$ cat config.mk
export PLATFORM = sky130hd
export DESIGN_NAME = rvp_div_stage
export DESIGN_NICKNAME = d
export VERILOG_FILES = /design/src/rtl/rvp_pkg.sv /design/src/rtl/rvp_div_stage.sv
export SDC_FILE = /design/constraint.sdc
export NUM_CORES = 1
export LEC_CHECK = 0
export BUFFER_PORTS_ARGS = -buffer_cell sky130_fd_sc_hd__buf_2
export CAP_MARGIN = 40
export CORE_ASPECT_RATIO = 1.4
export CORE_UTILIZATION = 30
export CTS_BUF_LIST = sky130_fd_sc_hd__clkbuf_16
export DETAILED_ROUTE_END_ITERATION = 6
export HOLD_SLACK_MARGIN = 0.02
export PLACE_DENSITY = 0.57
export REMOVE_ABC_BUFFERS = 1
export SLEW_MARGIN = 20
export SYNTH_ARGS = -nofsm -noshare
export SYNTH_HDL_FRONTEND = slang
export SYNTH_SLANG_ARGS = --single-unit
export TNS_END_PERCENT = 10
$ cat constraint.sdc
create_clock -name clk -period 8.7 [get_ports clk]
set_input_delay 0.87 -clock clk [delete_from_list [all_inputs] [get_ports clk]]
set_output_delay 0.87 -clock clk [all_outputs]
set_load 0.01 [all_outputs]
$ cat src/rtl/rvp_pkg.sv
// rvp_pkg: shared types, widths and register codes for the radial vignette pixel unit
// no dependencies; imported by every module under rtl/

package rvp_pkg;

    localparam int POS_W        = 12;
    localparam int CHAN_W       = 8;
    localparam int CFG_DIM_W    = 13;
    localparam int STRENGTH_W   = 17;
    localparam int CFG_DATA_W   = 17;
    localparam int CFG_IDX_W    = 2;
    localparam int MAG_W        = 13;
    localparam int MAG_SQ_W     = 2 * MAG_W;
    localparam int QUO_W        = 17;
    localparam int D2_W         = 17;
    localparam int LOSS_W       = 18;
    localparam int GAIN_W       = 17;

    // restoring divider: quotient bits resolved per pipeline stage
    localparam int DIV_STEPS    = 2;
    localparam int DIV_STAGES   = (QUO_W + DIV_STEPS - 1) / DIV_STEPS;

    localparam int FRONT_LAT    = 2;
    localparam int SCALE_LAT    = 4;
    localparam int PIPE_LAT     = FRONT_LAT + DIV_STAGES + SCALE_LAT;

    localparam int DEFAULT_MAX_DIM = 4096;
    localparam int RST_WIDTH       = 640;
    localparam int RST_HEIGHT      = 480;
    localparam int RST_STRENGTH    = 32768;

    localparam logic [D2_W-1:0] Q16_ONE = D2_W'(65536);

    typedef enum logic [CFG_IDX_W-1:0] {
        REG_WIDTH    = 2'd0,
        REG_HEIGHT   = 2'd1,
        REG_STRENGTH = 2'd2
    } cfg_reg_t;

    typedef struct packed {
        logic [POS_W-1:0]  pos_x;
        logic [POS_W-1:0]  pos_y;
        logic [CHAN_W-1:0] red_in;
        logic [CHAN_W-1:0] green_in;
        logic [CHAN_W-1:0] blue_in;
    } pixel_t;

    typedef struct packed {
        logic [CHAN_W-1:0] red_out;
        logic [CHAN_W-1:0] green_out;
        logic [CHAN_W-1:0] blue_out;
    } result_t;

    typedef struct packed {
        logic [CHAN_W-1:0] red;
        logic [CHAN_W-1:0] green;
        logic [CHAN_W-1:0] blue;
    } rgb_t;

    // distance from center on one axis, ovf set when the term alone reaches 2.0
    typedef struct packed {
        logic [MAG_W-1:0] mag;
        logic             ovf;
    } mag_t;

    typedef struct packed {
        logic [MAG_SQ_W-1:0] mag_sq;
        logic                ovf;
    } axis_t;

    typedef struct packed {
        axis_t ax;
        axis_t ay;
        rgb_t  rgb;
    } front_t;

    // control carried along the divider chain
    typedef struct packed {
        logic [QUO_W-1:0] quo;
        logic [1:0]       low;
        logic             ovf;
    } div_ctl_t;

    typedef struct packed {
        logic [QUO_W-1:0] quo_x;
        logic             ovf_x;
        logic [QUO_W-1:0] quo_y;
        logic             ovf_y;
        rgb_t             rgb;
    } scale_in_t;

endpackage

$ cat src/rtl/rvp_div_stage.sv
// rvp_div_stage: one register stage of the restoring divider mag^2*2^15 / dim^2
// depends on rvp_pkg; chained in the top level

module rvp_div_stage
    import rvp_pkg::*;
#(
    parameter int DIM_W = 13,
    parameter int STAGE = 0
)
(
    input  logic [2*DIM_W-1:0] d_sq,
    input  logic               clk,
    input  logic [2*DIM_W:0]   rem_in,
    input  div_ctl_t           ctl_in,
    output logic [2*DIM_W:0]   rem_out,
    output div_ctl_t           ctl_out
);

    localparam int REM_W = 2 * DIM_W + 1;

    logic [REM_W-1:0] rem_reg, rem_next;
    div_ctl_t         ctl_reg, ctl_next;

    always_comb
    begin
        logic [REM_W-1:0] trial;
        logic [REM_W-1:0] divisor;
        logic             nb;
        int               k;
        divisor  = REM_W'(d_sq);
        rem_next = rem_in;
        ctl_next = ctl_in;
        trial    = '0;
        nb       = 1'b0;
        k        = 0;
        for (int j = 0; j < DIV_STEPS; j++)
        begin
            k = STAGE * DIV_STEPS + j;
            if (k < QUO_W)
            begin
                // only the two low bits of mag^2 remain; the 2^15 scale shifts in zeros
                nb = (k == 0) ? ctl_in.low[1] : ((k == 1) ? ctl_in.low[0] : 1'b0);
                trial = {rem_next[REM_W-2:0], nb};
                if (trial >= divisor)
                begin
                    rem_next     = trial - divisor;
                    ctl_next.quo = {ctl_next.quo[QUO_W-2:0], 1'b1};
                end
                else
                begin
                    rem_next     = trial;
                    ctl_next.quo = {ctl_next.quo[QUO_W-2:0], 1'b0};
                end
            end
        end
    end

    always_ff @(posedge clk)
    begin
        rem_reg <= rem_next;
        ctl_reg <= ctl_next;
    end

    assign rem_out = rem_reg;
    assign ctl_out = ctl_reg;

endmodule

==> results.json <==
{
  "cts_tree": "built",
  "core-area_um2": 14400,
  "cp_slowest_stage_delay_ps": 580,
  "num_antenna_cells": 0,
  "rows": 52,
  "crit_top_cell": "o21ai_0",
  "leakagePower_nw": 2.61,
  "die-area_um2": 15200,
  "yosys.area.top_type": "dfxtp_1",
  "fillers": 1543,
  "total_power_mw": 1.24,
  "cts_root_buf": "clkbuf_16",
  "crit_chain": "buf_2, inv_1, ha_1, nor2b_1, o31a_1, o41ai_2, nand2_2, a21bo_2, o21ai_4, o21ai_0, ha_1, and2_4, a221oi_1, a21boi_0, a211oi_1, a21oi_1, o21ai_0, o21ai_0, xnor2_1, mux2_4",
  "ys_ff_latch": 47,
  "timing.slew.headroom": 0.495,
  "wl_per_cell_um": 14.5,
  "gr-total-overflow": 0,
  "clk_pin_slew_worst_paths_ps": 80,
  "worst_ep_required_time_ps": 8890,
  "p_per_area_nw_per_um2": 232,
  "vias_per_cell": 5.07,
  "gp_congestion": 0.841,
  "ys_types": 69,
  "grtUsageTotal": 0.155,
  "start_util": 0.306,
  "maxCapViolations": 0,
  "hp-class": "primary input to flop",
  "rsz0062_at_grt": "no",
  "worst_slew_pin_slew_ps": 749,
  "cts_buffer_depth": 2,
  "cts_sinks": 47,
  "io_buffers": 117,
  "min_period_ps": 6500,
  "path_class": "primary input to flop",
  "crit_end": "rem_out[24]$_DFF_P_",
  "yosysSeqAreaShare": 0.213,
  "ys_warn_count": 0,
  "tns_ps": 0,
  "yosys-top-cells-area": "dfxtp_1, ha_1, mux2_4",
  "yosys-top-cells-count": "ha_1, dfxtp_1, a21oi_1",
  "async_reset_ff_frac": 0,
  "maxSlewViolCount": 0,
  "syn_avg_cell_area_um2": 8.48,
  "cts_made_buffers": 5,
  "fin_crit_sh": 0.747,
  "synthesis.area_um2": 4430,
  "startpoint_type": "primary input",
  "drt_iter0_drc": 127,
  "grt_pass1_vias": 4219,
  "route.detailed.drc": 0,
  "max-vdd-ir-drop_uv": 102,
  "cp-startpoint": "d_sq[1]",
  "cp_slowest_cell": "o21ai_0",
  "status": "finished, final reports clean",
  "final_nets": 760,
  "hold_viol": 0,
  "synth_most_common_cell": "ha_1",
  "synth_top_area_share": 0.213,
  "synth_edf_count": 0,
  "drive_above_1_share": 0.278,
  "hold_start": "ctl_in[15]",
  "die-height_um": 146,
  "critical_path_arrival_ps": 6690,
  "cp_max_fo": 23,
  "final_area_um2": 5340,
  "routed_wl_um": 11900,
  "post_cts_resized": 0,
  "synthCells": 522,
  "first_pass_iters": 4,
  "ios": 121,
  "area_growth_pct": 20.7,
  "ctsHoldBuffers": 0,
  "ant_nets": 0,
  "htreeDepth": 2,
  "ys.flop_type": "dfxtp_1",
  "grt_max_degree": 25,
  "timing.fmax_mhz": 154,
  "num_vias": 4167,
  "setup_violations": 0,
  "dp_hpwl_um": 9870,
  "placed_area_um2": 5170,
  "post_cts_buffers": 0,
  "antenna_found_initial": 0,
  "grt_pass1_wl_um": 19200,
  "end_kind": "flop",
  "die_width_um": 105
}
metrics by stage:
step | hold WS (ps) | utilization | setup slack [ps] | cells
after floorplan | 898 | - | 2820 | 507
after global placement | 972 | 0.358 | 1880 | 814
after detailed placement | 974 | 0.358 | 1890 | 814
after CTS | 665 | 0.370 | 2190 | 822
after global routing | 665 | 0.370 | 1790 | 822
final | 677 | 0.370 | 2200 | 822
critical path: cells and delay by family:
kind | cells | cell delay (ps)
AOI/OAI and AO/OA | 11 | 3910
adders and majority gates | 2 | 740
and+or+nand+nor | 3 | 530
muxes | 1 | 250
buffers and inverters | 2 | 210
xor gates and xnor gates | 1 | 160
state kept, by name, summed over array words and instances, names as in the netlist:
register / cells
ctl_out: 20
rem_out: 27
worst min path at each step:
stage	end	slack (ps)	cells past startpoint
after detailed placement	ctl_out[16]$_DFF_P_	970	1
final	ctl_out[17]$_DFF_P_	680	1
after global routing	ctl_out[12]$_DFF_P_	670	1
after CTS	ctl_out[16]$_DFF_P_	660	1
after floorplan	ctl_out[0]$_DFF_P_	900	0
after global placement	ctl_out[17]$_DFF_P_	970	1
logic make-up (layout without fill, tap and decap cells):
kind of cell    after synthesis  after routing  share of synthesized area
simple gates                121            121                      0.135
xor+xnor                     45             45                     0.0891
compound gates              169            169                      0.260
fa+ha+maj                    54             54                      0.156
mux                          31             31                     0.0941
buf+inv                      55            166                     0.0534
flops                        47             47                      0.213
where the power goes:
part	switching, mW	internal (mW)
registers	0.0140	0.287
logic	0.367	0.344
clock network	0.0916	0.137
total	0.473	0.768
metal layers:
layer / track usage / wire, um / vias to the layer above
li1: - / - / 2108
met1: 0.167 / 4920 / 1914
met2: 0.289 / 6110 / 112
met3: 0.0161 / 374 / 33
met4: 0.0894 / 547 / 0
met5: 0 / 0 / -
cells in the final DEF (no fill, tap or decap), types with 5 or more instances in the layout:
cell | synthesis | layout
o21a_1 | 8 | 8
xnor2_1 | 27 | 27
nand3_1 | 13 | 13
ha_1 | 52 | 52
nor3_1 | 8 | 8
nand2_1 | 42 | 42
clkbuf_16 | 0 | 5
buf_2 | 3 | 117
a21o_1 | 22 | 22
dfxtp_1 | 47 | 47
nor2_1 | 21 | 21
xor2_1 | 18 | 18
mux2_2 | 9 | 9
a21oi_1 | 46 | 46
o21ai_0 | 39 | 39
nand4_1 | 8 | 8
mux2_4 | 19 | 19
o21bai_1 | 6 | 6
inv_1 | 39 | 39
a31oi_1 | 6 | 6
final cells by class:
type / instances / area (um^2) / share of cell area
Multi-Input combinational cell: 420 / 3250 / 0.608
Tap cell: 189 / 236 / 0.0443
Clock inverter: 3 / 46.3 / 0.00867
Timing Repair Buffer: 118 / 593 / 0.111
Clock buffer: 5 / 125 / 0.0234
Inverter: 40 / 153 / 0.0286
Sequential cell: 47 / 941 / 0.176
Note: power is estimated with default switching activity, not from simulation.
