==> config.mk <==
export PLATFORM = sky130hd
export DESIGN_NAME = rvp_scale
export DESIGN_NICKNAME = d
export VERILOG_FILES = /design/src/rtl/rvp_pkg.sv /design/src/rtl/rvp_scale.sv
export SDC_FILE = /design/constraint.sdc
export NUM_CORES = 2
export LEC_CHECK = 0
export BUFFER_PORTS_ARGS = -buffer_cell sky130_fd_sc_hd__buf_2
export CORE_ASPECT_RATIO = 0.6
export CORE_MARGIN = 3
export CORE_UTILIZATION = 50
export DETAILED_ROUTE_END_ITERATION = 16
export GPL_ROUTABILITY_DRIVEN = 0
export PLACE_DENSITY = 0.78
export SLEW_MARGIN = 20
export SYNTH_ARGS = -nofsm -noshare
export SYNTH_HDL_FRONTEND = slang
export SYNTH_SLANG_ARGS = --single-unit
==> constraint.sdc <==
create_clock -name clk -period 9.7 [get_ports clk]
set_input_delay 1.94 -clock clk [delete_from_list [all_inputs] [get_ports clk]]
set_output_delay 1.94 -clock clk [all_outputs]
set_load 0.005 [all_outputs]
==> src/rtl/rvp_pkg.sv <==
// rvp_pkg: shared types, widths and register codes for the radial vignette pixel unit
// no dependencies; imported by every module under rtl/

package rvp_pkg;

    localparam int POS_W        = 12;
    localparam int CHAN_W       = 8;
    localparam int CFG_DIM_W    = 13;
    localparam int STRENGTH_W   = 17;
    localparam int CFG_DATA_W   = 17;
    localparam int CFG_IDX_W    = 2;
    localparam int MAG_W        = 13;
    localparam int MAG_SQ_W     = 2 * MAG_W;
    localparam int QUO_W        = 17;
    localparam int D2_W         = 17;
    localparam int LOSS_W       = 18;
    localparam int GAIN_W       = 17;

    // restoring divider: quotient bits resolved per pipeline stage
    localparam int DIV_STEPS    = 2;
    localparam int DIV_STAGES   = (QUO_W + DIV_STEPS - 1) / DIV_STEPS;

    localparam int FRONT_LAT    = 2;
    localparam int SCALE_LAT    = 4;
    localparam int PIPE_LAT     = FRONT_LAT + DIV_STAGES + SCALE_LAT;

    localparam int DEFAULT_MAX_DIM = 4096;
    localparam int RST_WIDTH       = 640;
    localparam int RST_HEIGHT      = 480;
    localparam int RST_STRENGTH    = 32768;

    localparam logic [D2_W-1:0] Q16_ONE = D2_W'(65536);

    typedef enum logic [CFG_IDX_W-1:0] {
        REG_WIDTH    = 2'd0,
        REG_HEIGHT   = 2'd1,
        REG_STRENGTH = 2'd2
    } cfg_reg_t;

    typedef struct packed {
        logic [POS_W-1:0]  pos_x;
        logic [POS_W-1:0]  pos_y;
        logic [CHAN_W-1:0] red_in;
        logic [CHAN_W-1:0] green_in;
        logic [CHAN_W-1:0] blue_in;
    } pixel_t;

    typedef struct packed {
        logic [CHAN_W-1:0] red_out;
        logic [CHAN_W-1:0] green_out;
        logic [CHAN_W-1:0] blue_out;
    } result_t;

    typedef struct packed {
        logic [CHAN_W-1:0] red;
        logic [CHAN_W-1:0] green;
        logic [CHAN_W-1:0] blue;
    } rgb_t;

    // distance from center on one axis, ovf set when the term alone reaches 2.0
    typedef struct packed {
        logic [MAG_W-1:0] mag;
        logic             ovf;
    } mag_t;

    typedef struct packed {
        logic [MAG_SQ_W-1:0] mag_sq;
        logic                ovf;
    } axis_t;

    typedef struct packed {
        axis_t ax;
        axis_t ay;
        rgb_t  rgb;
    } front_t;

    // control carried along the divider chain
    typedef struct packed {
        logic [QUO_W-1:0] quo;
        logic [1:0]       low;
        logic             ovf;
    } div_ctl_t;

    typedef struct packed {
        logic [QUO_W-1:0] quo_x;
        logic             ovf_x;
        logic [QUO_W-1:0] quo_y;
        logic             ovf_y;
        rgb_t             rgb;
    } scale_in_t;

endpackage

==> src/rtl/rvp_scale.sv <==
// rvp_scale: distance sum, strength loss, gain and per-channel rounding, four stages
// depends on rvp_pkg

module rvp_scale
    import rvp_pkg::*;
(
    input  logic                  clk,
    input  logic [STRENGTH_W-1:0] strength,
    input  scale_in_t             word_in,
    output result_t               result
);

    localparam int PROD_W  = STRENGTH_W + D2_W;
    localparam int CHAN_PW = CHAN_W + GAIN_W + 1;

    logic [D2_W-1:0]   d2_reg, d2_next;
    logic [LOSS_W-1:0] loss_reg, loss_next;
    logic [GAIN_W-1:0] gain_reg, gain_next;
    rgb_t              rgb1_reg, rgb2_reg, rgb3_reg;
    result_t           result_reg, result_next;

    // (c*f + half) >> 16, saturated to a channel
    function automatic logic [CHAN_W-1:0] scale_chan(input logic [CHAN_W-1:0] c,
                                                     input logic [GAIN_W-1:0] f);
        logic [CHAN_PW-1:0] v;
        v = CHAN_PW'(c) * CHAN_PW'(f) + CHAN_PW'(32768);
        return (v[CHAN_PW-1:16] > (CHAN_PW-16)'(255)) ? '1 : v[16 +: CHAN_W];
    endfunction

    always_comb
    begin
        logic [D2_W:0]     sum;
        logic [PROD_W-1:0] prod;
        sum  = (D2_W+1)'(word_in.quo_x) + (D2_W+1)'(word_in.quo_y);
        if (word_in.ovf_x || word_in.ovf_y || sum > (D2_W+1)'(Q16_ONE))
            d2_next = Q16_ONE;
        else
            d2_next = sum[D2_W-1:0];

        prod      = PROD_W'(strength) * PROD_W'(d2_reg);
        loss_next = prod[16 +: LOSS_W];

        if (loss_reg >= LOSS_W'(Q16_ONE))
            gain_next = '0;
        else
            gain_next = GAIN_W'(LOSS_W'(Q16_ONE) - loss_reg);

        result_next.red_out   = scale_chan(rgb3_reg.red,   gain_reg);
        result_next.green_out = scale_chan(rgb3_reg.green, gain_reg);
        result_next.blue_out  = scale_chan(rgb3_reg.blue,  gain_reg);
    end

    always_ff @(posedge clk)
    begin
        d2_reg     <= d2_next;
        loss_reg   <= loss_next;
        gain_reg   <= gain_next;
        rgb1_reg   <= word_in.rgb;
        rgb2_reg   <= rgb1_reg;
        rgb3_reg   <= rgb2_reg;
        result_reg <= result_next;
    end

    assign result = result_reg;

endmodule

==> reports/qor.csv <==
stage,metric,value,unit
worst_setup_path,WP data arrival,7.99,ns
final_layout,"commonest non-fill, non-tap cell in the layout",inv_1,
final_layout,Register Area,0.00296,mm^2
synth,Yosys top cell by area,fa_1,
drt,routed length per placed instance,16.0,um
worst_setup_path,critical path class,input port to flip-flop,
synth,Mapped Cells,2777,
job,Max-Cap Viols,0,
clock_tree,CTS tree,yes,
drt,Initial DRT Pass Iterations,5,
clock_tree,postcts setup bufs,0,
clock_tree,clk_lat worst skew,0.48,ns
synth,share of flip-flops with an asynchronous set or reset,0,%
timing,Worst-Margin Slew,1.14,ns
final_layout,layout filler cell count,4508,
hold_path,Min-Delay Path Class,flip-flop to flip-flop,
worst_setup_path,R2R Path End,loss_reg[12],
drt,metal1 wirelength,28400,um
worst_setup_path,worst-path maximum fanout,17,
drt,met2 wire len,23200,um
global_routing,gr ovfl total,0,
drt,Top Metal Used,met4,
synth,Synth area leaders,"fa_1, ha_1, dfxtp_1",
global_routing,number of global-route vias before repair,19355,
power_and_ir_drop,worst vdd ir,0.192,mV
synth,Synth Flop Type,dfxtp_1,
final_layout,most frequent cells in the layout,"inv_1, fa_1, and2_1",
drt,remaining antenna violation count after routing,0,
global_routing,GRT Total Usage,22.4,%
clock_tree,clock slew at reported path FFs,0.08,ns
synth,"FF+latch count, synth",148,
timing,Slew Limit Fails,0,
drt,Detailed Route Iter0 Violations,1121,
clock_tree,htree depth,4,
hold_path,critical hold path startpoint,rgb2_reg[0],
final_layout,antenna diode count,0,
final_layout,share of layout cells above drive strength 1,5.42,%
die,Die H,181,um
global_routing,pin count of the biggest net entering global routing,25,
hold_path,Hold Crit Depth,0,
timing,hold slack,0.313,ns
clock_tree,CTS resizes,0,
die,Rows,63,
worst_setup_path,Reg2Reg Setup Slack,3.04,ns
status,status,finished clean,
clock_tree,clk buf depth,2,
synth,Ys Warns,0,
die,number of placed I/O pins,102,
drt,wire length on met3,4010,um
worst_setup_path,worst path required time,10.09,ns
final_layout,Layout Nets,3677,
worst_setup_path,reg2reg path depth,19,
worst_setup_path,RR Startpoint,d2_reg[3],
drt,drc violations,0,
worst_setup_path,worst-path cell chain,buf_2 > nand2_1 > fa_1 > fa_1 > fa_1 > fa_1 > inv_1 > fa_1 > inv_1 > fa_1 > inv_1 > ha_1 > o21ai_0 > nor2_1 > or4_1 > o21ai_0 > a21oi_1 > a21o_1 > a31oi_1 > xnor2_1,
timing,Max Clock Freq,132,MHz
timing,max_slew headroom,24.0,%
synth,top cell type's share of synthesized area,38.3,%
die,die width,298,um
worst_setup_path,Max stage delay on crit path,0.57,ns
drt,final WL,56200,um
placement,Port Buffers,101,
power_and_ir_drop,pwr/cell area,252,mW/mm^2
power_and_ir_drop,Pleak,14.3,nW
die,Initial Utilization,51.2,%
timing,Final setup viols,0,
synth,"Avg Cell Area, Syn",9.22,um^2
synth,post-synth net total,3646,
worst_setup_path,most frequent CP cell,fa_1,
hold_path,Worst Hold Path EP,rgb3_reg[0],
synth,Post-synth EDFFs,0,
final_layout,multi-input combinational cell area,0.0200,mm^2
worst_setup_path,CP Launch Type,input port,
clock_tree,Root Driver,clkbuf_16,
worst_setup_path,crit end category,flip-flop,
synth,"Distinct cells, synth",59,
final_layout,Area Growth Syn to Fin,6.49,%
timing,RSZ-0062 raised after global routing,no,
synth,register area share after synthesis,11.6,%
placement,placed wire-length estimate,44700,um
global_routing,antenna violations before repair,0,
timing,Setup TNS,0,ns
clock_tree,CTS Sinks,148,
timing,Max Clock Skew,0.0216,ns
clock_tree,total CTS buffers,17,
timing,crit path time final,7.60,ns
timing,final hold viol count,0,
worst_setup_path,slowest CP cell,fa_1,
die,core area,0.0500,mm^2
die,Die ar.,0.0540,mm^2
drt,post-DR vias/cell,5.14,
drt,vias,18009,
timing,fin crit share,78.3,%
global_routing,first-pass GRT wire length,98300,um
synth,Post-Syn Area,0.0256,mm^2
clock_tree,CTS Hold Bufs,0,
worst max-delay path by stage:
stage               slack (ns)    startpoint      endpoint
finish                    2.10  strength[10]  loss_reg[12]
global route              1.71  strength[10]  loss_reg[17]
CTS                       2.14  strength[10]  loss_reg[12]
detailed placement        1.68  strength[10]  loss_reg[12]
global placement          1.76  strength[10]  loss_reg[12]
floorplan                 2.38  strength[14]  loss_reg[12]
where the power goes:
group / switching (W) / internal (W)
sequential: 0.000219 / 0.000761
combinational: 0.00296 / 0.00225
clock: 0.000316 / 0.000373
worst max-delay path, delay by kind of cell:
| family | cells | cell delay (ns) |
|---|---|---|
| AOI/OAI and AO/OA | 5 | 1.47 |
| xor gates and xnor gates | 1 | 0.14 |
| adders and majority gates | 7 | 3.34 |
| buffers and inverters | 4 | 0.45 |
| and+or+nand+nor | 3 | 0.64 |
metal layers:
layer  up-vias  global-route usage (%)
met3        39                    4.34
met1      8977                    34.8
met2       558                    32.8
li1       8435                       -
met4         0                    3.63
met5         -                       0
logic make-up (layout without fill, tap and decap cells):
| kind of cell | after synthesis | after routing | share of synthesized area (%) |
|---|---|---|---|
| XOR/XNOR | 56 | 56 | 1.92 |
| buffers and inverters | 698 | 742 | 10.2 |
| flip-flops | 148 | 148 | 11.6 |
| AND/OR/NAND/NOR | 892 | 892 | 18.2 |
| AO/OA/AOI/OAI | 189 | 189 | 4.91 |
| adder cells (fa/ha/maj) | 791 | 791 | 53.0 |
| multiplexers | 3 | 3 | 0.117 |
final cells by class:
cell class | count | area share, %
repair buffers | 111 | 2.13
flip-flops and latches | 148 | 10.9
well taps | 682 | 3.13
clock inverters | 14 | 0.578
inverters | 599 | 8.25
multi-input cells | 1931 | 73.4
clock buffers | 18 | 1.61
Yosys cell counts, types with 6 or more instances:
library cell and count:
xnor2_1 27, nor2b_1 10, clkbuf_1 98, inv_1 599, fa_1 490, a21oi_1 48, nor2_1 68, nand4_1 10
a31oi_1 6, nor3_1 25, nand2_1 293, o21a_1 13, o21ai_0 33, ha_1 301, nand3_1 15, and2_1 428
and3_1 12, dfxtp_1 148, a211oi_1 17, a21o_1 24, o2111ai_1 6, xor2_1 29
through the flow:
step                      setup WS (ns)  utilization, %  cell area [um^2]  total power (W)  std cells
after global routing               1.71            54.6             27300          0.00782       3503
after detailed placement           1.68            53.3             26700          0.00613       3471
final                              2.10            54.6             27300          0.00688       3503
after CTS                          2.14            54.5             27300          0.00690       3503
after global placement             1.76            53.3             26700          0.00598       3471
after floorplan                    2.38               -             25600          0.00481       2777
No activity file was read; power rests on OpenSTA's default activity.
