File: src/rtl/rvp_pkg.sv
// rvp_pkg: shared types, widths and register codes for the radial vignette pixel unit
// no dependencies; imported by every module under rtl/

package rvp_pkg;

    localparam int POS_W        = 12;
    localparam int CHAN_W       = 8;
    localparam int CFG_DIM_W    = 13;
    localparam int STRENGTH_W   = 17;
    localparam int CFG_DATA_W   = 17;
    localparam int CFG_IDX_W    = 2;
    localparam int MAG_W        = 13;
    localparam int MAG_SQ_W     = 2 * MAG_W;
    localparam int QUO_W        = 17;
    localparam int D2_W         = 17;
    localparam int LOSS_W       = 18;
    localparam int GAIN_W       = 17;

    // restoring divider: quotient bits resolved per pipeline stage
    localparam int DIV_STEPS    = 2;
    localparam int DIV_STAGES   = (QUO_W + DIV_STEPS - 1) / DIV_STEPS;

    localparam int FRONT_LAT    = 2;
    localparam int SCALE_LAT    = 4;
    localparam int PIPE_LAT     = FRONT_LAT + DIV_STAGES + SCALE_LAT;

    localparam int DEFAULT_MAX_DIM = 4096;
    localparam int RST_WIDTH       = 640;
    localparam int RST_HEIGHT      = 480;
    localparam int RST_STRENGTH    = 32768;

    localparam logic [D2_W-1:0] Q16_ONE = D2_W'(65536);

    typedef enum logic [CFG_IDX_W-1:0] {
        REG_WIDTH    = 2'd0,
        REG_HEIGHT   = 2'd1,
        REG_STRENGTH = 2'd2
    } cfg_reg_t;

    typedef struct packed {
        logic [POS_W-1:0]  pos_x;
        logic [POS_W-1:0]  pos_y;
        logic [CHAN_W-1:0] red_in;
        logic [CHAN_W-1:0] green_in;
        logic [CHAN_W-1:0] blue_in;
    } pixel_t;

    typedef struct packed {
        logic [CHAN_W-1:0] red_out;
        logic [CHAN_W-1:0] green_out;
        logic [CHAN_W-1:0] blue_out;
    } result_t;

    typedef struct packed {
        logic [CHAN_W-1:0] red;
        logic [CHAN_W-1:0] green;
        logic [CHAN_W-1:0] blue;
    } rgb_t;

    // distance from center on one axis, ovf set when the term alone reaches 2.0
    typedef struct packed {
        logic [MAG_W-1:0] mag;
        logic             ovf;
    } mag_t;

    typedef struct packed {
        logic [MAG_SQ_W-1:0] mag_sq;
        logic                ovf;
    } axis_t;

    typedef struct packed {
        axis_t ax;
        axis_t ay;
        rgb_t  rgb;
    } front_t;

    // control carried along the divider chain
    typedef struct packed {
        logic [QUO_W-1:0] quo;
        logic [1:0]       low;
        logic             ovf;
    } div_ctl_t;

    typedef struct packed {
        logic [QUO_W-1:0] quo_x;
        logic             ovf_x;
        logic [QUO_W-1:0] quo_y;
        logic             ovf_y;
        rgb_t             rgb;
    } scale_in_t;

endpackage

File: src/rtl/rvp_front.sv
// rvp_front: distance from image center per axis, then squared, two register stages
// depends on rvp_pkg

module rvp_front
    import rvp_pkg::*;
#(
    parameter int DIM_W = 13
)
(
    input  logic             clk,
    input  logic [DIM_W-1:0] dim_w,
    input  logic [DIM_W-1:0] dim_h,
    input  pixel_t           pixel,
    output front_t           word
);

    mag_t   mag_x_reg, mag_x_next;
    mag_t   mag_y_reg, mag_y_next;
    rgb_t   rgb_reg;
    front_t word_reg, word_next;

    // |2p+1-d|, overflow when it reaches 2d (term at or above 2.0)
    function automatic mag_t axis_dist(input logic [POS_W-1:0] p, input logic [DIM_W-1:0] d);
        logic [MAG_W-1:0] twice;
        logic [MAG_W-1:0] dz;
        mag_t             r;
        twice = {p, 1'b1};
        dz    = MAG_W'(d);
        r.mag = (twice >= dz) ? (twice - dz) : (dz - twice);
        r.ovf = ({1'b0, r.mag} >= {dz, 1'b0});
        return r;
    endfunction

    always_comb
    begin
        mag_x_next = axis_dist(pixel.pos_x, dim_w);
        mag_y_next = axis_dist(pixel.pos_y, dim_h);
    end

    always_comb
    begin
        word_next.ax.mag_sq = MAG_SQ_W'(mag_x_reg.mag) * MAG_SQ_W'(mag_x_reg.mag);
        word_next.ax.ovf    = mag_x_reg.ovf;
        word_next.ay.mag_sq = MAG_SQ_W'(mag_y_reg.mag) * MAG_SQ_W'(mag_y_reg.mag);
        word_next.ay.ovf    = mag_y_reg.ovf;
        word_next.rgb       = rgb_reg;
    end

    always_ff @(posedge clk)
    begin
        mag_x_reg <= mag_x_next;
        mag_y_reg <= mag_y_next;
        rgb_reg   <= '{red: pixel.red_in, green: pixel.green_in, blue: pixel.blue_in};
        word_reg  <= word_next;
    end

    assign word = word_reg;

endmodule

File: config.mk
export PLATFORM = sky130hd
export DESIGN_NAME = rvp_front
export DESIGN_NICKNAME = d
export VERILOG_FILES = /design/src/rtl/rvp_pkg.sv /design/src/rtl/rvp_front.sv
export SDC_FILE = /design/constraint.sdc
export NUM_CORES = 1
export LEC_CHECK = 0
export ABC_CLOCK_PERIOD_IN_PS = 7300
export BUFFER_PORTS_ARGS = -buffer_cell sky130_fd_sc_hd__buf_2
export CORE_MARGIN = 10
export CORE_UTILIZATION = 55
export CTS_BUF_LIST = sky130_fd_sc_hd__clkbuf_8
export DETAILED_ROUTE_END_ITERATION = 7
export PLACE_DENSITY_LB_ADDON = 0.12
export SLEW_MARGIN = 20
export SYNTH_ARGS = -nofsm -noshare
export SYNTH_HDL_FRONTEND = slang
export SYNTH_SLANG_ARGS = --single-unit
export TNS_END_PERCENT = 30
File: constraint.sdc
create_clock -name clk -period 7.3 [get_ports clk]
set_clock_uncertainty 0.05 [all_clocks]
set_input_delay 1.825 -clock clk [delete_from_list [all_inputs] [get_ports clk]]
set_output_delay 1.825 -clock clk [all_outputs]
set_load 0.02 [all_outputs]
==> flow_metrics.tcl, run 1 <==
set metrics [dict create \
    seq_area_frac_synth_pct 17.3 \
    row_count 60 \
    hold_viol_final 0 \
    io_buffer_count 150 \
    ant_nets 0 \
    syn_area_mm2 0.0148 \
    multi_input_area_mm2 0.0104 \
    critPathKind "reg -> reg" \
    reg2reg_slack_ns 1.40 \
    synth-xor-area-share_pct 4.48 \
    reg2reg_depth 21 \
    seqCellArea_mm2 0.00256 \
    hpwl_um 25800 \
    synth-edff-count 0 \
    fillerInstances 2401 \
    synthAdderAreaFrac_pct 44.0 \
    antenna_cells 0 \
    routabilityCongestion 0.909 \
    synthFlopType "dfxtp_1" \
    timing.fmax_mhz 169 \
    synthMuxAreaShare_pct 0.691 \
    grtUsageMet2_pct 32.6 \
    min_period_ns 5.90 \
    ys_ff_latch 128 \
    hold_path_class "reg -> reg" \
    fp.dieArea_mm2 0.0340 \
    die_h_um 184 \
    use_met1_pct 24.5 \
    final_layout_size_suffix_gt1_share_pct 11.4 \
    status "finished, final reports clean" \
    worst_pin_slew_ns 0.802 \
    r2r-start "mag_x_reg[10]" \
    cts_tree "done" \
    wl_um 31000 \
    hold_path_depth 0 \
    grt_max_degree 21 \
    syn_to_final_growth_pct 9.39 \
    crit_fanout 10 \
    min_to "word[13]" \
    slew_violations 0 \
    drtIter0Drc 568 \
    coreArea_mm2 0.0267 \
    dr.pass1.iters 6 \
    largest_reg_flops 76 \
    max-slew-margin-rel_pct 46.6 \
    viasPerCell 5.12 \
    antenna_found_initial 0 \
    drc 0 \
    grt_pass1_vias 11600 \
    cts_resized 0 \
    final.setup.tns_ns 0 \
    grt_usage_pct 19.3 \
    rsz0062_at_grt "no" \
    ctsRootBufferMaster "clkbuf_8" \
    initial_utilization_pct 55.5 \
    r2r_end "word[76]" \
    synth_top_family_by_area "adder cells" \
    required_ns 7.58 \
    synth_cell_types 59 \
    clkSlewWorstSetupHoldPaths_ns 0.10 \
    htree_levels 4 \
    cts_setup_buffers 0 \
    grt_pass1_wl_um 53800 \
    synth_cells 1671 \
    setup_viol 0 \
    cts_hold_buf 0 \
    critical_path_arrival_ns 6.18 \
    period_share_pct 80.8 \
    clk_path_buf_depth 2 \
    async_reset_ff_share_pct 0 \
    cts_sinks 128 \
    numCtsBuffers 17 \
    grtUsageMet3_pct 3.64 \
    fp.dieW_um 184 \
    min_from "rgb_reg[13]" \
    top_usage_layer "met2" \
    wire_per_inst_um 14.4 \
    cp-start-kind "register" \
    insertion_delay_ns 0.45 \
    yosysWarnings 0 \
    gr-total-overflow 0 \
    drv_cap 0 \
    synth_compound_area_share_pct 10.4 \
    yosys.area_share.simple_pct 10.6 \
    routed-via-count 11000 \
    syn_area_per_cell_um2 8.88 \
    cp-end-kind "register" \
    final_nets 2281 \
    io_pins 153 \
]
==> Yosys cell counts, types with 4 or more instances <==
cell type  instances  area, µm²
clkbuf_1          34        128
xnor2_1           48        420
o2111ai_1          5       43.8
xor2_1            28        245
and2_1            55        344
or2_2              5       31.3
dfxtp_1          128       2560
fa_1             194       3880
nor2b_1           17        106
nor2_1            44        165
a31o_2             9       78.8
nand4_1            6       37.5
mux2i_1            8       80.1
inv_1            442       1660
o211ai_1           9       67.6
o21a_1            11       82.6
nand2b_1          11       68.8
nor3_1             9       45.0
a31oi_1            5       31.3
nand2_1          129        484
a21o_1            22        165
nor4_1             4       25.0
a211oi_1           7       52.6
o21bai_1           9       67.6
o21ai_0           47        235
ha_1             212       2650
nand3_1           22        110
and3_1             9       56.3
a21oi_1           86        430
==> logic make-up (layout without fill, tap and decap cells) <==
logic type	count (synthesis)	after routing
xor gates and xnor gates	76	76
AOI/OAI and AO/OA	242	242
adders and majority gates	406	406
and+or+nand+nor	324	324
other	1	2
muxes	10	10
DFF	128	128
buffers and inverters	484	625
==> worst max-delay path, stage by stage, from the launching register on <==
cell      delay [ns]
dfxtp_1         0.57
inv_1           0.20
nor2_1          0.23
inv_1           0.08
fa_1            0.48
inv_1           0.06
fa_1            0.53
inv_1           0.05
fa_1            0.47
inv_1           0.05
fa_1            0.53
inv_1           0.05
fa_1            0.53
inv_1           0.04
ha_1            0.37
nand3_1         0.13
nor2_1          0.06
o211ai_1        0.14
a21oi_1         0.17
a221oi_1        0.61
o21ai_0         0.21
xor2_1          0.17
==> stage by stage <==
step	hold WS (ns)	area [µm²]	setup WS, ns	utilization, %	std cells
CTS	0.273	16200	1.44	60.8	2154
detailed placement	0.262	15800	1.51	59.3	2122
global placement	0.260	15800	1.65	59.3	2122
finish	0.272	16200	1.40	60.8	2154
floorplan	0.260	14800	1.91	-	1672
global route	0.281	16200	1.08	60.8	2154
==> area by class of cell <==
class | count | area share, %
timing repair buffer | 151 | 4.67
tap | 341 | 2.63
multi-input combinational | 1060 | 64.3
clock buffer | 17 | 1.44
sequential | 128 | 15.8
clock inverter | 15 | 1.00
inverter | 442 | 10.2
==> how the worst max path moves through the flow <==
stage	startpoint	to	slack, ns	cells past startpoint
6_report	mag_x_reg[10]	word[76]	1.40	21
5_1_grt	mag_x_reg[10]	word[76]	1.08	21
4_1_cts	mag_x_reg[10]	word[76]	1.44	21
3_5_place_dp	mag_x_reg[10]	word[76]	1.51	21
3_3_place_gp	mag_x_reg[10]	word[76]	1.65	21
2_1_floorplan	mag_y_reg[10]	word[48]	1.91	23
==> layout by cell type (no fill, tap or decap), types with 6 or more instances in the layout <==
cell type,netlist,final
inv_1,442,442
ha_1,212,212
fa_1,194,194
buf_2,3,150
nand2_1,129,129
dfxtp_1,128,128
a21oi_1,86,86
and2_1,55,55
xnor2_1,48,48
o21ai_0,47,47
nor2_1,44,44
xor2_1,28,28
nand3_1,22,22
a21o_1,22,22
nor2b_1,17,17
clkbuf_8,0,17
o21a_1,11,11
nand2b_1,11,11
and3_1,9,9
o211ai_1,9,9
a31o_2,9,9
nor3_1,9,9
o21bai_1,9,9
mux2i_1,8,8
a211oi_1,7,7
nand4_1,6,6
==> routing by layer <==
metal / wire length [µm] / share of wire [%] / up-vias
met5: 0 / 0 / -
met1: 13800 / 44 / 5244
met3: 2080 / 6.7 / 34
li1: - / - / 5437
met4: 570 / 1.8 / 0
met2: 14600 / 47 / 318
Power of run 1 is left out: the tool's default activity adds up to more than one toggle a clock period on the data nets, which glitch-free logic cannot reach.
==> run 2, diff against run 1 <==
--- a/config.mk
+++ b/config.mk
@@ -5,7 +5,8 @@
 export SDC_FILE = /design/constraint.sdc
 export NUM_CORES = 1
 export LEC_CHECK = 0
-export ABC_CLOCK_PERIOD_IN_PS = 7300
+export ABC_AREA = 1
+export ABC_CLOCK_PERIOD_IN_PS = 5100
 export BUFFER_PORTS_ARGS = -buffer_cell sky130_fd_sc_hd__buf_2
 export CORE_MARGIN = 10
 export CORE_UTILIZATION = 55
==> constraint.sdc (replaced) <==
create_clock -name clk -period 5.1 [get_ports clk]
set_clock_uncertainty 0.05 [all_clocks]
set_input_delay 1.275 -clock clk [delete_from_list [all_inputs] [get_ports clk]]
set_output_delay 1.275 -clock clk [all_outputs]
set_load 0.02 [all_outputs]
==> flow_metrics.tcl, run 2 <==
set metrics [dict create \
    min_period_ns 4.82 \
    final_nets 2927 \
    antenna_found_initial 0 \
    largest_reg_flops 76 \
    hold_path_depth 0 \
    required_ns 5.43 \
    timing.fmax_mhz 207 \
    final.setup.tns_ns 0 \
    reg2reg_depth 19 \
    hold_path_class "reg -> reg" \
    ctsRootBufferMaster "clkbuf_8" \
    ant_nets 0 \
    io_buffer_count 150 \
    cp_top_family "adder cells" \
    dr.pass1.iters 5 \
    slew_violations 0 \
    setup_viol 0 \
    clkSlewWorstSetupHoldPaths_ns 0.10 \
    final_layout_size_suffix_gt1_share_pct 10.6 \
    layout.cells.most_common_list "inv_1, nand2_1, ha_1, fa_1, buf_2" \
    grt_usage_pct 20.7 \
    syn_to_final_growth_pct 10.1 \
    seqCellArea_mm2 0.00259 \
    yosys-top-cells-count "inv_1, nand2_1, ha_1" \
    io_pins 153 \
    viasPerCell 4.86 \
    hold_viol_final 0 \
    gr-total-overflow 0 \
    syn_area_mm2 0.0165 \
    async_reset_ff_share_pct 0 \
    drtIter0Drc 631 \
    drc 0 \
    synth_cells 2288 \
    grt_pass1_vias 14600 \
    status "finished, final reports clean" \
    wire_per_inst_um 13.3 \
    seq_area_frac_synth_pct 15.5 \
    synth_most_common_cell "inv_1" \
    yosysWarnings 0 \
    row_count 63 \
    path_buf_inv 4 \
    critPathKind "reg -> reg" \
    numCtsBuffers 17 \
    insertion_delay_ns 0.47 \
    synth_cell_types 41 \
    period_share_pct 94.5 \
    htree_levels 4 \
    die_h_um 193 \
    synth.top_cell.area_share_pct 23.5 \
    layout.cells.most_common "inv_1" \
    routed-via-count 13800 \
    yosysTopAreaCell "fa_1" \
    initial_utilization_pct 55.8 \
    routabilityCongestion 0.933 \
    cts_tree "done" \
    slowest_stage "fa_1" \
    hpwl_um 33000 \
    cp.depth 19 \
    cpMostUsedCell "nand2_1" \
    cp-end-kind "register" \
    pre_cts_ws_ns 0.00493 \
    synth-edff-count 0 \
    drv_cap 0 \
    clk_path_buf_depth 2 \
    synthFlopType "dfxtp_1" \
    holdWs_ns 0.278 \
    coreArea_mm2 0.0296 \
    critical_path_arrival_ns 5.15 \
    crit_fanout 8 \
    syn_area_per_cell_um2 7.22 \
    grt_pass1_wl_um 65800 \
    fp.dieArea_mm2 0.0374 \
    multi_input_area_mm2 0.0113 \
    cp-start-kind "register" \
    crit_chain "buf_4, nand2_1, fa_1, fa_1, inv_1, fa_1, fa_1, inv_1, fa_1, inv_1, ha_1, nand2_1, nor2_1, nor2_1, nand3_2, nand2_1, nand2_1, nand2_1, nand2_1" \
    wl_um 38000 \
    ys_ff_latch 128 \
    setup_slack_ns 0.279 \
    synthTopCellsByArea "fa_1, ha_1, dfxtp_1" \
    grt_max_degree 17 \
    fp.dieW_um 193 \
    fillerInstances 2849 \
    max_stage_delay_ns 0.54 \
    cts_sinks 128 \
]
==> run 2: cell count changes after synthesis, moves of 34 or more <==
cell / delta
nand2_1: +493
nand3_1: +66
nor2_1: +55
xnor2_1: -34
and2_1: -51
inv_1: +225
==> run 2: final timing paths <==
check,start,to,slack (ns)
setup reg to reg,mag_x_reg[8],word[74],0.28
hold / removal,rgb_reg[23],word[23],0.28
hold reg to reg,rgb_reg[23],word[23],0.28
setup / recovery,mag_x_reg[8],word[74],0.28
==> run 2: metal layers <==
metal	track usage, %	share of wire, %	vias to the layer above
met5	0	0	-
met4	7.18	2.6	0
met3	2.66	3.2	56
met2	40.6	55	273
met1	22.1	40	6526
li1	-	-	6988
==> run 2: cells by family after synthesis <==
group                      synth area share (%)
and+or+nand+nor                            21.6
AOI/OAI and AO/OA                          3.96
xor gates and xnor gates                   3.07
other                                    0.0227
buffers and inverters                      16.3
DFF                                        15.5
adders and majority gates                  39.5
==> run 2: layout make-up <==
class,instances,share of cell area (%)
multi-input combinational,1453,62.2
sequential,128,14.2
inverter,675,13.9
timing repair buffer,171,4.99
tap,390,2.68
clock buffer,17,1.29
clock inverter,15,0.688
antenna,1,0.0138
==> run 2: metrics by stage <==
| step | cells | utilization [%] | cell area (µm²) |
|---|---|---|---|
| after global routing | 2849 | 61.4 | 18200 |
| after global placement | 2817 | 60.0 | 17800 |
| final | 2850 | 61.4 | 18200 |
| after CTS | 2849 | 61.2 | 18100 |
| after floorplan | 2289 | - | 16500 |
| after detailed placement | 2817 | 60.0 | 17800 |
==> run 2: timing repair <==
item                                    4_1_cts  5_1_grt
endpoints found under the setup margin        0       25
hold buffers                                  0        0
setup buffers                                 0        0
resized for setup                             0       30
==> run 2: worst reg2reg max path: stages (launching register included) <==
cell and delay, ns:
dfxtp_2 0.45, buf_4 0.20, nand2_1 0.09, fa_1 0.47, fa_1 0.51, inv_1 0.06
fa_1 0.50, fa_1 0.54, inv_1 0.05, fa_1 0.53, inv_1 0.04, ha_1 0.35
nand2_1 0.19, nor2_1 0.08, nor2_1 0.16, nand3_2 0.17, nand2_1 0.13, nand2_1 0.06
nand2_1 0.05, nand2_1 0.05
Power of run 2 is left out for the same reason.
